===== src/rtl/worst_fit_partition_allocator_top_macros.svh =====
// assertion helpers for the allocator
`ifndef WORST_FIT_PARTITION_ALLOCATOR_TOP_MACROS_SVH
`define WORST_FIT_PARTITION_ALLOCATOR_TOP_MACROS_SVH

`ifndef SYNTHESIS

// a holds in the same cycle as b
`define WFPA_ASSERT_SAME(label, clk, rst_n, a, b) \
	label: assert property (@(posedge clk) disable iff (!rst_n) (a) |-> (b)) \
		else $error("assertion failed");

// a in one cycle brings b in the next
`define WFPA_ASSERT_NEXT(label, clk, rst_n, a, b) \
	label: assert property (@(posedge clk) disable iff (!rst_n) (a) |=> (b)) \
		else $error("assertion failed");

`else

`define WFPA_ASSERT_SAME(label, clk, rst_n, a, b)
`define WFPA_ASSERT_NEXT(label, clk, rst_n, a, b)

`endif

`endif


===== src/rtl/wfpa_pkg.sv =====
package wfpa_pkg;

	localparam int DEF_MAX_BLOCKS = 16;
	localparam int DEF_SIZE_BITS  = 16;
	localparam int SUM_W          = 20;

	localparam logic [1:0] ST_LOADED  = 2'd0;
	localparam logic [1:0] ST_GRANTED = 2'd1;
	localparam logic [1:0] ST_NOFIT   = 2'd2;
	localparam logic [1:0] ST_FULL    = 2'd3;

	// table commands from the sequencer
	typedef struct packed {
		logic load;
		logic grant;
		logic rd;
	} tbl_cmd_t;

	function automatic logic [SUM_W-1:0] sat_add(input logic [SUM_W-1:0] a,
		input logic [SUM_W-1:0] b);
		logic [SUM_W:0] s;
		s = {1'b0, a} + {1'b0, b};
		return s[SUM_W] ? {SUM_W{1'b1}} : s[SUM_W-1:0];
	endfunction

	function automatic logic [SUM_W-1:0] sat_sub(input logic [SUM_W-1:0] a,
		input logic [SUM_W-1:0] b);
		return (b > a) ? '0 : a - b;
	endfunction

endpackage


===== src/rtl/worst_fit_partition_allocator_top.sv =====
// worst-fit allocator over a table of fixed partitions
// load word: the load state writes the table entry, then the done strobe is shown
// allocate word: a scan that reads one table entry per cycle through the single
// size memory port and one shared compare unit, then the decide state and the strobe
// a new word may start in the cycle the done strobe is shown; the result is held
// arst_n clears the sequencer, counters, totals, refused flag and taken bits
module worst_fit_partition_allocator_top #(
	parameter int MAX_BLOCKS = wfpa_pkg::DEF_MAX_BLOCKS,
	parameter int SIZE_BITS  = wfpa_pkg::DEF_SIZE_BITS
) (
	input  logic        clk,
	input  logic        arst_n,
	input  logic        start,
	output logic        busy,
	input  logic        operation,
	input  logic [15:0] request_size,
	input  logic [7:0]  request_id,
	output logic        done,
	output logic [1:0]  status,
	output logic [3:0]  block_index,
	output logic [15:0] leftover,
	output logic [19:0] internal_frag_total,
	output logic [19:0] free_space_total,
	output logic [4:0]  free_block_count,
	output logic        any_refused
);
	import wfpa_pkg::*;

	`include "worst_fit_partition_allocator_top_macros.svh"

	localparam int IW = $clog2(MAX_BLOCKS);
	localparam int CW = $clog2(MAX_BLOCKS + 1);

	// sequencer codes
	localparam logic [1:0] S_IDLE   = 2'd0;
	localparam logic [1:0] S_LOAD   = 2'd1;
	localparam logic [1:0] S_SCAN   = 2'd2;
	localparam logic [1:0] S_DECIDE = 2'd3;

	logic [1:0] state_q;

	// latched input word
	logic                 op_q;
	logic [SIZE_BITS-1:0] size_q;
	logic [7:0]           id_q;

	// table state and running totals
	logic [CW-1:0]    part_cnt_q;
	logic [CW-1:0]    free_cnt_q;
	logic [SUM_W-1:0] frag_sum_q;
	logic [SUM_W-1:0] free_sum_q;
	logic             refused_q;

	// scan pointer and read pipe
	logic [CW-1:0] ptr_q;
	logic          vld_s1;
	logic [IW-1:0] idx_s1;

	// result registers
	logic          done_q;
	logic [1:0]    status_q;
	logic [IW-1:0] index_q;
	logic [15:0]   left_q;

	logic                 accept;
	logic                 issue;
	logic                 full;
	logic                 fits;
	tbl_cmd_t             cmd;
	logic [IW-1:0]        tbl_addr;
	logic [SIZE_BITS-1:0] rd_data_s1;
	logic                 rd_taken_s1;
	logic                 found_q;
	logic [IW-1:0]        best_idx_q;
	logic [SIZE_BITS-1:0] best_size_q;
	logic [SIZE_BITS-1:0] left_calc;

	assign busy   = (state_q != S_IDLE);
	assign accept = start && !busy;
	assign full   = (part_cnt_q >= CW'(MAX_BLOCKS));
	// scan issues one read per cycle until every loaded entry is covered
	assign issue  = (state_q == S_SCAN) && (ptr_q < part_cnt_q);
	assign fits   = found_q && (size_q <= best_size_q);
	assign left_calc = best_size_q - size_q;

	// table commands: load writes at the fill point, grant marks the winner
	always_comb begin
		cmd.load  = (state_q == S_LOAD) && !full;
		cmd.grant = (state_q == S_DECIDE) && fits;
		cmd.rd    = issue;
		tbl_addr  = (state_q == S_LOAD) ? part_cnt_q[IW-1:0] : best_idx_q;
	end

	wfpa_table #(
		.MAX_BLOCKS(MAX_BLOCKS),
		.SIZE_BITS (SIZE_BITS)
	) u_table (
		.clk        (clk),
		.arst_n     (arst_n),
		.cmd        (cmd),
		.addr       (tbl_addr),
		.wdata      (size_q),
		.wid        (id_q),
		.rd_addr    (ptr_q[IW-1:0]),
		.rd_data_s1 (rd_data_s1),
		.rd_taken_s1(rd_taken_s1)
	);

	wfpa_best #(
		.MAX_BLOCKS(MAX_BLOCKS),
		.SIZE_BITS (SIZE_BITS)
	) u_best (
		.clk        (clk),
		.arst_n     (arst_n),
		.clear      (accept),
		.vld_s1     (vld_s1),
		.idx_s1     (idx_s1),
		.data_s1    (rd_data_s1),
		.taken_s1   (rd_taken_s1),
		.found_q    (found_q),
		.best_idx_q (best_idx_q),
		.best_size_q(best_size_q)
	);

	// latch the accepted word, sizes cut to SIZE_BITS
	always_ff @(posedge clk) begin
		if (accept) begin
			op_q   <= operation;
			size_q <= SIZE_BITS'(request_size);
			id_q   <= request_id;
		end
		if (issue) begin
			idx_s1 <= ptr_q[IW-1:0];
		end
	end

	// sequencer, totals and result
	always_ff @(posedge clk or negedge arst_n) begin
		if (!arst_n) begin
			state_q    <= S_IDLE;
			part_cnt_q <= '0;
			free_cnt_q <= '0;
			frag_sum_q <= '0;
			free_sum_q <= '0;
			refused_q  <= 1'b0;
			ptr_q      <= '0;
			vld_s1     <= 1'b0;
			done_q     <= 1'b0;
		end else begin
			done_q <= 1'b0;
			vld_s1 <= issue;
			unique case (state_q)
				S_IDLE: begin
					if (accept) begin
						ptr_q   <= '0;
						state_q <= operation ? S_SCAN : S_LOAD;
					end
				end
				S_LOAD: begin
					if (!full) begin
						part_cnt_q <= part_cnt_q + CW'(1);
						free_cnt_q <= free_cnt_q + CW'(1);
						free_sum_q <= sat_add(free_sum_q, SUM_W'(size_q));
					end
					done_q  <= 1'b1;
					state_q <= S_IDLE;
				end
				S_SCAN: begin
					if (issue) begin
						ptr_q <= ptr_q + CW'(1);
					end else begin
						// last read is folded in by the compare unit at this edge
						state_q <= S_DECIDE;
					end
				end
				S_DECIDE: begin
					if (fits) begin
						frag_sum_q <= sat_add(frag_sum_q, SUM_W'(left_calc));
						free_sum_q <= sat_sub(free_sum_q, SUM_W'(best_size_q));
						if (free_cnt_q != '0) begin
							free_cnt_q <= free_cnt_q - CW'(1);
						end
					end else begin
						refused_q <= 1'b1;
					end
					done_q  <= 1'b1;
					state_q <= S_IDLE;
				end
				default: begin
					state_q <= S_IDLE;
				end
			endcase
		end
	end

	// result payload, held until the next word finishes
	always_ff @(posedge clk) begin
		if (state_q == S_LOAD) begin
			status_q <= full ? ST_FULL : ST_LOADED;
			index_q  <= full ? '0 : part_cnt_q[IW-1:0];
			left_q   <= '0;
		end else if (state_q == S_DECIDE) begin
			status_q <= fits ? ST_GRANTED : ST_NOFIT;
			index_q  <= fits ? best_idx_q : '0;
			left_q   <= fits ? 16'(left_calc) : '0;
		end
	end

	assign done                = done_q;
	assign status              = status_q;
	assign block_index         = 4'(index_q);
	assign leftover            = left_q;
	assign internal_frag_total = frag_sum_q;
	assign free_space_total    = free_sum_q;
	assign free_block_count    = 5'(free_cnt_q);
	assign any_refused         = refused_q;

	// accepted word keeps the block busy on the next cycle
	`WFPA_ASSERT_NEXT(a_accept_busy, clk, arst_n, accept, busy)
	// a grant takes exactly one partition off the free count
	`WFPA_ASSERT_SAME(a_grant_count, clk, arst_n, done_q && (status_q == ST_GRANTED), free_cnt_q == $past(free_cnt_q) - CW'(1))
	// table full is only reported with every slot loaded
	`WFPA_ASSERT_SAME(a_full_cnt, clk, arst_n, done_q && (status_q == ST_FULL), part_cnt_q == CW'(MAX_BLOCKS))
	// refused flag never clears
	`WFPA_ASSERT_NEXT(a_refused_sticky, clk, arst_n, refused_q, refused_q)
	// a load is only taken from the idle state with the op latched as load
	`WFPA_ASSERT_SAME(a_load_op, clk, arst_n, state_q == S_LOAD, !op_q)

endmodule


===== src/rtl/wfpa_table.sv =====
module wfpa_table #(
	parameter int MAX_BLOCKS = wfpa_pkg::DEF_MAX_BLOCKS,
	parameter int SIZE_BITS  = wfpa_pkg::DEF_SIZE_BITS,
	localparam int IW        = $clog2(MAX_BLOCKS)
) (
	input  logic                 clk,
	input  logic                 arst_n,
	input  wfpa_pkg::tbl_cmd_t   cmd,
	input  logic [IW-1:0]        addr,
	input  logic [SIZE_BITS-1:0] wdata,
	input  logic [7:0]           wid,
	input  logic [IW-1:0]        rd_addr,
	output logic [SIZE_BITS-1:0] rd_data_s1,
	output logic                 rd_taken_s1
);
	import wfpa_pkg::*;

	logic [SIZE_BITS-1:0] size_mem [MAX_BLOCKS];
	logic [7:0]           owner_mem [MAX_BLOCKS];
	logic [MAX_BLOCKS-1:0] taken_q;

	// size and owner memories, registered read port
	always_ff @(posedge clk) begin
		if (cmd.load) begin
			size_mem[addr] <= wdata;
		end
		if (cmd.grant) begin
			owner_mem[addr] <= wid;
		end
		if (cmd.rd) begin
			rd_data_s1  <= size_mem[rd_addr];
			rd_taken_s1 <= taken_q[rd_addr];
		end
	end

	// taken bits, cleared at reset
	always_ff @(posedge clk or negedge arst_n) begin
		if (!arst_n) begin
			taken_q <= '0;
		end else begin
			if (cmd.load) begin
				taken_q[addr] <= 1'b0;
			end
			if (cmd.grant) begin
				taken_q[addr] <= 1'b1;
			end
		end
	end

endmodule


===== src/rtl/wfpa_best.sv =====
module wfpa_best #(
	parameter int MAX_BLOCKS = wfpa_pkg::DEF_MAX_BLOCKS,
	parameter int SIZE_BITS  = wfpa_pkg::DEF_SIZE_BITS,
	localparam int IW        = $clog2(MAX_BLOCKS)
) (
	input  logic                 clk,
	input  logic                 arst_n,
	input  logic                 clear,
	input  logic                 vld_s1,
	input  logic [IW-1:0]        idx_s1,
	input  logic [SIZE_BITS-1:0] data_s1,
	input  logic                 taken_s1,
	output logic                 found_q,
	output logic [IW-1:0]        best_idx_q,
	output logic [SIZE_BITS-1:0] best_size_q
);
	import wfpa_pkg::*;

	logic take;

	// strictly larger wins, so ties keep the lowest position
	assign take = vld_s1 && !taken_s1 && (!found_q || (data_s1 > best_size_q));

	always_ff @(posedge clk or negedge arst_n) begin
		if (!arst_n) begin
			found_q <= 1'b0;
		end else if (clear) begin
			found_q <= 1'b0;
		end else if (take) begin
			found_q <= 1'b1;
		end
	end

	always_ff @(posedge clk) begin
		if (take && !clear) begin
			best_idx_q  <= idx_s1;
			best_size_q <= data_s1;
		end
	end

endmodule


===== config.mk =====
export PLATFORM = sky130hd
export DESIGN_NAME = worst_fit_partition_allocator_top
export DESIGN_NICKNAME = d
export VERILOG_FILES = /design/src/rtl/wfpa_pkg.sv /design/src/rtl/worst_fit_partition_allocator_top.sv /design/src/rtl/wfpa_table.sv /design/src/rtl/wfpa_best.sv
export VERILOG_INCLUDE_DIRS = /design/src /design/src/rtl
export SDC_FILE = /design/constraint.sdc
export NUM_CORES = 1
export LEC_CHECK = 0
export ABC_AREA = 0
export BUFFER_PORTS_ARGS = -buffer_cell sky130_fd_sc_hd__buf_2
export CAP_MARGIN = 20
export CORE_MARGIN = 3
export CORE_UTILIZATION = 32
export DETAILED_ROUTE_END_ITERATION = 8
export HOLD_SLACK_MARGIN = 0.15
export SLEW_MARGIN = 20
export SYNTH_ARGS = -nofsm -noshare
export SYNTH_HDL_FRONTEND = slang
export SYNTH_SLANG_ARGS = --single-unit

===== constraint.sdc =====
create_clock -name clk -period 9.3 [get_ports clk]
set_input_delay 0.465 -clock clk [delete_from_list [all_inputs] [get_ports clk]]
set_output_delay 0.465 -clock clk [all_outputs]
set_load 0.005 [all_outputs]

==> Yosys cells after proc, flatten, opt, wreduce, memory -nomap -nowiden <==
Memories as Yosys holds them, arrays and structs flattened. A register that Yosys moved wholly into a read port is not among the register bits.
Cells that the tools add are included.
W data, S select, Z words.
{ "op_classes": {"n_mux": 38, "n_addsub": 8, "n_eq_ne": 9, "bitwise_logic": 5, "reduce_logical": 29, "magnitude_cmp": 8} }
{ "op_table": {"columns": ["cell", "n"], "rows": [
  ["$mux W20", 5],
  ["$mux W16", 3],
  ["$add A20 B16 Y21", 2],
  ["$pmux W20 S2", 1],
  ["$mux W5", 5],
  ["$gt A16 B20 Y1", 1],
  ["$mux W4", 5],
  ["$pmux W5 S2", 2],
  ["$sub A20 B16 Y20", 1],
  ["$and A16 B16 Y16", 1],
  ["$gt A16 B16 Y1", 1],
  ["$le A16 B16 Y1", 1],
  ["$not A16 Y16", 1],
  ["$or A16 B16 Y16", 1],
  ["$sub A16 B16 Y16", 1],
  ["$add A5 B1 Y5 const B", 3],
  ["$mux W2", 7],
  ["$lt A4 B5 Y1 const B", 2],
  ["$logic_and A1 B1 Y1", 9],
  ["$ne A2 B2 Y1 const B", 4],
  ["$reduce_and A2 Y1", 4],
  ["$reduce_bool A2 Y1", 4],
  ["$mux W1", 7],
  ["$pmux W2 S3", 1],
  ["17 further kinds", 25]
]} }
{ "totals": {"output_inout_bits": 70, "elab_cells": 117, "ramBits": 256, "input_bits": 28, "regBits": 140, "mem_count": 1} }
{ "memory_table": {"columns": ["name", "words", "word_bits", "read_ports", "rd_clocked_by_memory_dff", "write_ports", "line_no", "text"], "rows": [
  ["u_table.size_mem", 16, 16, 1, 1, 1, "wfpa_table.sv:18", "logic [SIZE_BITS-1:0] size_mem [MAX_BLOCKS];"]
]} }

==> Longest topological paths before layout <==
Gate-level depths: netlist of the first run.
{ "logic_depth": {"depth_word": 11, "ltp_mapped": 20, "ltp_nobuf": 19} }

==> Hierarchy <==
A second synthesis of the first run with hierarchy kept.
{ "hier_totals": {"cells_unflattened": 1449, "hier_area_um2": 19849.0} }
{ "by_module_without_submodules": {"columns": ["mod", "cells_per_inst", "area_each_um2", "seq_area_each_um2", "n_inst"], "rows": [
  ["wfpa_table", 501, 10954.3, 8598.2, 1],
  ["worst_fit_partition_allocator_top", 863, 7811.2, 2842.7, 1],
  ["wfpa_best", 85, 1083.5, 625.6, 1]
]} }

==> Worst setup path before layout of the first run <==
OpenSTA, ideal clock, no wires.
{ "synth_path": {"kind": "register -> register", "start": "reg size_q[0]", "end": "reg frag_sum_q[10], in the netlist internal_frag_total[10]", "synth_period_minus_slack_ns": 4.144, "t_arrival_ns": 4.023, "setup_ns": 0.121, "path_stages_with_launch": 20, "path_slack_ns": 5.156, "n_path_buf": 1, "cell_sequence": "edfxtp_1 > ha_1 > fa_1 > nor2b_1 > o221ai_1 > a21oi_1 > o21ai_1 > a21boi_0 > o21a_1 > o21ai_0 > and2_1 > ha_1 > a21boi_0 > o21ai_0 > o41ai_4 > o221ai_2 > nand3b_1 > o21ai_4 > buf_6 > o22a_1"} }
{ "synth_via": {"elab_chain_cells": 3, "elab_cells_between_ends": 6, "classes_between": "add/sub: 2; order compare: 1; mux: 1; reduce/logical: 2"} }
{ "synth_lines": {"columns": ["element", "line_no", "text"], "rows": [
  ["start: declaration", "worst_fit_partition_allocator_top.sv:44", "logic [SIZE_BITS-1:0] size_q;"],
  ["start signal: assignment", "worst_fit_partition_allocator_top.sv:129", "size_q <= SIZE_BITS'(request_size);"],
  ["$sub A16 B16 Y16 / $le A16 B16 Y1 (equally long branches)", "worst_fit_partition_allocator_top.sv:84, worst_fit_partition_allocator_top.sv:83", null],
  ["$add A20 B16 Y21 / $logic_and A1 B1 Y1 (equally long branches)", "wfpa_pkg.sv:22, worst_fit_partition_allocator_top.sv:83", null],
  ["$mux W20 / $reduce_and A2 Y1 (equally long branches)", null, null],
  ["end signal: assignment", "worst_fit_partition_allocator_top.sv:178", "frag_sum_q <= sat_add(frag_sum_q, SUM_W'(left_calc));"],
  ["end: declaration", "worst_fit_partition_allocator_top.sv:50", "logic [SUM_W-1:0] frag_sum_q;"]
]} }
Several ways; a longest one is shown, not always the timed one.
A chain may end at the register's enable or synchronous reset.

==> Worst setup path in the final report of the first run <==
{ "layout_path": {"start": "reg size_q[1]", "end": "reg frag_sum_q[9], in the netlist internal_frag_total[9]"} }
Same word-level chain as after synthesis.

==> results of run 1 <==
==> how the worst min path moves through the flow <==
stage               from                   end  slack, ps  depth (start not counted)
6_report           start            state_q[1]        180                          3
5_1_grt            start            state_q[1]        180                          3
4_1_cts            start            state_q[1]        160                          3
3_5_place_dp   idx_s1[1]  u_best.best_idx_q[1]        410                          0
3_3_place_gp   idx_s1[0]  u_best.best_idx_q[0]        400                          0
2_1_floorplan     arst_n           any_refused        170                          0
==> metrics by stage <==
step	cell area, um2	worst slack, ps
4_1_cts	22500	4180
3_5_place_dp	20800	4270
6_report	22500	4200
5_1_grt	22500	3710
3_3_place_gp	20800	4380
2_1_floorplan	19300	5160
==> worst max-delay path: stages (launching register included) <==
cell	delay [ps]
edfxtp_1	830
inv_1	190
ha_1	350
nor2b_1	140
o31a_1	280
nor4_1	420
o21ai_1	210
a311oi_1	440
xnor2_1	240
ha_1	350
a21o_1	190
a2111o_1	410
o221ai_2	260
nand3b_1	230
o21ai_4	170
o22a_1	240
==> cells in the mapped netlist (all sizes together) (2+ instances only) <==
cell	instances	share of area [%]
edfxtp	319	50
ha	91	5.9
o21ai	90	2.4
mux4	85	9.9
dfrtp	77	10
nor2	77	1.5
inv	62	1.2
a21oi	60	1.6
nand2	53	1.0
xnor2	36	1.6
clkbuf	34	0.67
a21o	33	1.3
a31oi	22	0.79
nor3	22	0.57
nand3	19	0.49
xor2	18	0.82
o21a	17	0.66
o22a	17	0.77
buf	16	0.49
dfxtp	16	1.7
a22o	15	0.68
nand2b	13	0.42
nand4	13	0.42
o211ai	10	0.41
nor2b	9	0.29
a211oi	8	0.31
and2	7	0.23
and3	7	0.23
a21boi	6	0.23
mux2	6	0.35
nor4	6	0.23
or3	6	0.19
fa	5	0.52
nand3b	5	0.19
o31ai	5	0.19
a211o	4	0.18
a311oi	4	0.18
a31o	4	0.18
a2111o	2	0.12
a221oi	2	0.12
o211a	2	0.10
o221ai	2	0.12
o31a	2	0.091
o41ai	2	0.28
==> kinds of logic (layout without fill, tap and decap cells) <==
family	count (synthesis)	after routing	share of synthesized area (%)
mux	92	92	10.3
flops	412	412	61.2
buf+inv	112	276	2.36
xor+xnor	54	54	2.45
compound gates	318	318	11.3
simple gates	241	241	5.96
fa+ha+maj	96	96	6.41
==> layout make-up <==
| type | instances | area, um2 |
|---|---|---|
| clock buffers | 55 | 1200 |
| flip-flops and latches | 412 | 11800 |
| clock inverters | 25 | 270 |
| well taps | 773 | 967 |
| fillers | 5555 | 36900 |
| repair buffers | 134 | 831 |
| inverters | 62 | 233 |
| multi-input cells | 801 | 7150 |
==> power groups by stage <==
| stage | sequential (W) | clock [W] | combinational, W |
|---|---|---|---|
| after floorplan | 0.00259 | 0 | 0.00221 |
| after global placement | 0.00272 | 0 | 0.00284 |
| after detailed placement | 0.00274 | 0 | 0.00290 |
| after CTS | 0.00270 | 0.00183 | 0.00293 |
| after global routing | 0.00274 | 0.00191 | 0.00324 |
| final | 0.00269 | 0.00179 | 0.00292 |
==> layer usage <==
layer | up-vias | routed length (um) | GRT usage, %
met5 | - | 12 | 0
met4 | 2 | 838 | 3.70
li1 | 5441 | - | -
met1 | 5953 | 20700 | 19.6
met2 | 315 | 22200 | 24.5
met3 | 72 | 2420 | 2.56
==> sequential cells by signal, indices dropped and copies added, names as in the netlist, 2 cells and up <==
register / count
free_space_total: 20
u_best.best_idx_q: 4
state_q: 2
ptr_q: 5
size_q: 16
part_cnt_q: 5
u_best.best_size_q: 16
internal_frag_total: 20
idx_s1: 4
u_table.taken_q: 16
block_index: 4
free_block_count: 5
status: 2
u_table.rd_data_s1: 16
leftover: 16
u_table.size_mem: 256
==> run_results.csv, run 1 <==
group,metric,value,unit
status,status,"finished, final reports clean",
finish,final_cells,2262,
synthesis,seq_area_frac_synth,61.2,%
global_routing,gr-total-overflow,0,
floorplanning,fp.dieArea,0.0634,mm2
critical_path,setup.worst_path.start,"size_q[1]",
clock_network,htreeDepth,2,
floorplanning,rows,89,
sta,fmax,196,MHz
critical_path,cp-start-kind,"register",
sta,setup-violations-final,0,
sta,hold_slack,185,ps
finish,layout_common_cells,"edfxtp_1, ha_1, buf_2",
placement,dp.cells,2164,
power_and_ir_drop,power,0.00740,W
power_and_ir_drop,power_density,329,mW/mm2
clock_network,clockRootBuffer,"clkbuf_16",
sta,drv_slew,0,
power_and_ir_drop,p_int,0.00472,W
sta,tightest_slew,1050,ps
clock_network,clk_latency,570,ps
synthesis,synth_edf_count,319,
floorplanning,ios,98,
finish,fin_util,37.9,%
routing,ant_nets,0,
critical_path,cp.required,9750,ps
clock_network,cts_sinks,412,
power_and_ir_drop,peakVddDrop,126,uV
routing,drc,0,
placement,hpwl,30600,um
synthesis,ys.warnings.count,0,
finish,layout_commonest_cell,"edfxtp_1",
clock_network,cts_buffers,44,
global_routing,grt_pass1_wl,71400,um
sta,relSlewSlack,29.8,%
placement,place.gp.congestion,0.855,
placement,port_buffers,89,
synthesis,async_flop_share,18.7,%
clock_network,ctsHoldBuffers,18,
power_and_ir_drop,clkPwrFrac,24.1,%
clock_network,clkSlewWorstSetupHoldPaths,60,ps
sta,fin_crit,5100,ps
sta,rsz0062_at_grt,"false",
finish,drive_gt1_share,20.9,%
routing,routed_via_density,5.21,
critical_path,cp-end-kind,"register",
run,cap_violations,0,
synthesis,synth_cells,1325,
sta,clock_skew,14.6,ps
routing,dr.pass1.iters,5,
synthesis,syn_area,0.0193,mm2
critical_path,reg2reg_depth,15,
floorplanning,core_area,0.0594,mm2
clock_network,cts_setup_buffers,0,
critical_path,arrival,5550,ps
finish,final_nets,1579,
routing,wl_per_cell,20.4,um
power_and_ir_drop,pwr-share-comb,39.5,%
finish,antenna_cells,0,
global_routing,grt_pass1_vias,12000,
critical_path,reg2reg_slack,4200,ps
floorplanning,fp.dieW,252,um
synthesis,synth_top_flop_cell,"edfxtp_1",
critical_path,crit_fanout,19,
synthesis,synth_area_per_cell,14.6,um2
floorplanning,die_h,252,um
routing,wirelength,46200,um
synthesis,yosys_register_bits,412,
routing,drtIter0Drc,857,
finish,area_growth,16.3,%
critical_path,r2r_start,"size_q[1]",
global_routing,grt_usage,14.6,%
power_and_ir_drop,p_leak,8.23,nW
synthesis,syn_nets,1449,
critical_path,r2r-end,"internal_frag_total[9]",
floorplanning,start_util,32.6,%
sta,min_period_over_period,54.8,%
global_routing,grt_max_degree,57,
power_and_ir_drop,power.switching,0.00268,W
clock_network,cts_tree,"done",
critical_path,critPathCapture,"internal_frag_total[9]",
sta,final_hold_viol_count,0,
routing,vias,11800,
synthesis,ys_types,75,
clock_network,ctsResizeCount,0,
clock_network,cts_max_path_buffers,3,
global_routing,grt_antenna_before_repair,1,
power_and_ir_drop,switching_share,36.3,%
critical_path,critPathKind,"register to register",
worst_hold_path,hp-class,"primary input to register",
power_and_ir_drop,sequentialPowerShare,36.4,%
sta,setup_tns,0,ps
(Power assumes the default switching activity.)
==> inputs of run 2 (changes only) <==
==> constraint.sdc (replaced) <==
create_clock -name clk -period 4.5 [get_ports clk]
set_input_delay 0.225 -clock clk [delete_from_list [all_inputs] [get_ports clk]]
set_output_delay 0.225 -clock clk [all_outputs]
set_load 0.005 [all_outputs]
==> run_results.csv, run 2 (same netlist as run 1, synthesis figures left out) <==
group,metric,value,unit
clock_network,clkSlewWorstSetupHoldPaths,60,ps
placement,pre_cts_slack,110,ps
run,cap_violations,0,
finish,layout_common_cells,"edfxtp_1, ha_1, buf_2",
critical_path,reg2reg_depth,17,
finish,final_area,0.0226,mm2
floorplanning,fp.dieW,252,um
sta,relSlewSlack,31.3,%
sta,layout_setup_ws,227,ps
clock_network,cts_max_path_buffers,3,
critical_path,r2r_start,"size_q[1]",
floorplanning,fp.dieArea,0.0634,mm2
finish,largest_register_ffs,256,
sta,fin_crit,4270,ps
finish,largest_register,"u_table.size_mem",
clock_network,htreeDepth,2,
routing,ant_nets,0,
critical_path,arrival,4740,ps
clock_network,cts_buffers,43,
power_and_ir_drop,power_density,674,mW/mm2
worst_hold_path,hp-class,"primary input to asynchronous set/reset pin",
floorplanning,ios,98,
sta,clock_skew,26.0,ps
finish,area_growth,17.0,%
placement,hpwl,32600,um
global_routing,grt_use_met2,24.8,%
routing,wirelength,48300,um
finish,fillers,5526,
finish,final_nets,1607,
floorplanning,die_h,252,um
floorplanning,core_area,0.0594,mm2
global_routing,grt_use_met1,20.8,%
global_routing,grt_busiest_layer,"met2",
sta,rsz0062_at_grt,"false",
power_and_ir_drop,p_leak,8.33,nW
placement,place.gp.congestion,0.857,
floorplanning,start_util,32.6,%
sta,tightest_slew,1030,ps
global_routing,grtUsageMet3,3.22,%
routing,routed_via_density,5.20,
routing,vias,11900,
global_routing,grt_max_degree,73,
placement,placed_area,0.0210,mm2
critical_path,crit_fanout,16,
routing,drtIter0Drc,1099,
finish,drive_gt1_share,21.9,%
global_routing,gr-total-overflow,0,
critical_path,cp-start-kind,"register",
sta,setup-violations-final,0,
sta,min_period_over_period,95.0,%
routing,wl_per_cell,21.1,um
critical_path,cp-end-kind,"register",
sta,final_hold_viol_count,0,
routing,drc,0,
sta,fmax,234,MHz
clock_network,clk_latency,590,ps
placement,port_buffers,89,
clock_network,cts_sinks,412,
global_routing,grt_antenna_before_repair,1,
global_routing,grt_pass1_wl,73700,um
power_and_ir_drop,peakVddDrop,338,uV
finish,fin_util,38.1,%
clock_network,cts_tree,"done",
clock_network,clockRootBuffer,"clkbuf_16",
critical_path,cp.required,4970,ps
critical_path,reg2reg_slack,230,ps
global_routing,grt_usage,15.3,%
sta,drv_slew,0,
critical_path,critPathKind,"register to register",
floorplanning,rows,89,
finish,seqCellArea,0.0118,mm2
status,status,"finished, final reports clean",
global_routing,grt_pass1_vias,12000,
finish,layout_commonest_cell,"edfxtp_1",
routing,dr.pass1.iters,5,
critical_path,r2r-end,"internal_frag_total[12]",
sta,setup_tns,0,ps
finish,multi_input_area,0.00711,mm2
==> run 2: how the worst max path moves through the flow <==
stage / from / end / slack [ps] / cells past startpoint
global placement: u_best.best_size_q[0] / internal_frag_total[9] / 150 / 20
floorplan: size_q[0] / internal_frag_total[11] / 360 / 19
global route: u_best.best_size_q[0] / internal_frag_total[3] / 10 / 19
detailed placement: size_q[1] / internal_frag_total[12] / 110 / 18
finish: size_q[1] / internal_frag_total[12] / 230 / 17
CTS: size_q[1] / internal_frag_total[6] / 70 / 18
==> run 2: cell type report <==
cell class                      count  share of cell area, %
Sequential cell                   412                   52.3
Multi-Input combinational cell    801                   31.5
Clock buffer                       51                   4.94
Timing Repair Buffer              163                   4.76
Tap cell                          773                   4.28
Clock inverter                     26                   1.20
Inverter                           62                   1.03
Antenna cell                        1                 0.0111
==> run 2: metal layers <==
layer	share of wire, %	wire length, um	vias to the layer above
li1	-	-	5485
met1	45	21600	6031
met2	47	22600	313
met3	5.8	2810	75
met4	2.7	1320	0
met5	0	0	-
==> run 2: critical path: stages (launching register included) <==
cell      delay [ps]
edfxtp_1         530
inv_1            140
ha_1             330
nor2b_1          150
o31a_1           270
nor4_1           180
buf_4            180
o21ai_1          110
a311oi_2         300
xnor2_1          190
ha_1             330
a21o_1           190
a2111o_1         420
o221ai_2         200
nand3b_1         210
o21ai_4           70
buf_12           170
o22a_1           190
==> run 2: report_power, final <==
part	internal (W)	switching (W)
registers	0.00490	0.000533
logic	0.00279	0.00351
clock network	0.00197	0.00152
==> run 2: repair_timing <==
| action | CTS | global route |
|---|---|---|
| hold buffers | 21 | 0 |
| endpoints found under the setup margin | 0 | 20 |
| setup buffers | 0 | 2 |
| endpoints found under the hold margin | 68 | 0 |
| resized for setup | 0 | 6 |
==> run 2: through the flow <==
| step | hold WS [ps] | total power [W] | std cells |
|---|---|---|---|
| floorplan | -70.6 | 0.00991 | 1325 |
| global placement | 145 | 0.0117 | 2188 |
| detailed placement | 147 | 0.0118 | 2188 |
| CTS | 308 | 0.0153 | 2286 |
| global route | 329 | 0.0162 | 2288 |
| finish | 288 | 0.0152 | 2289 |
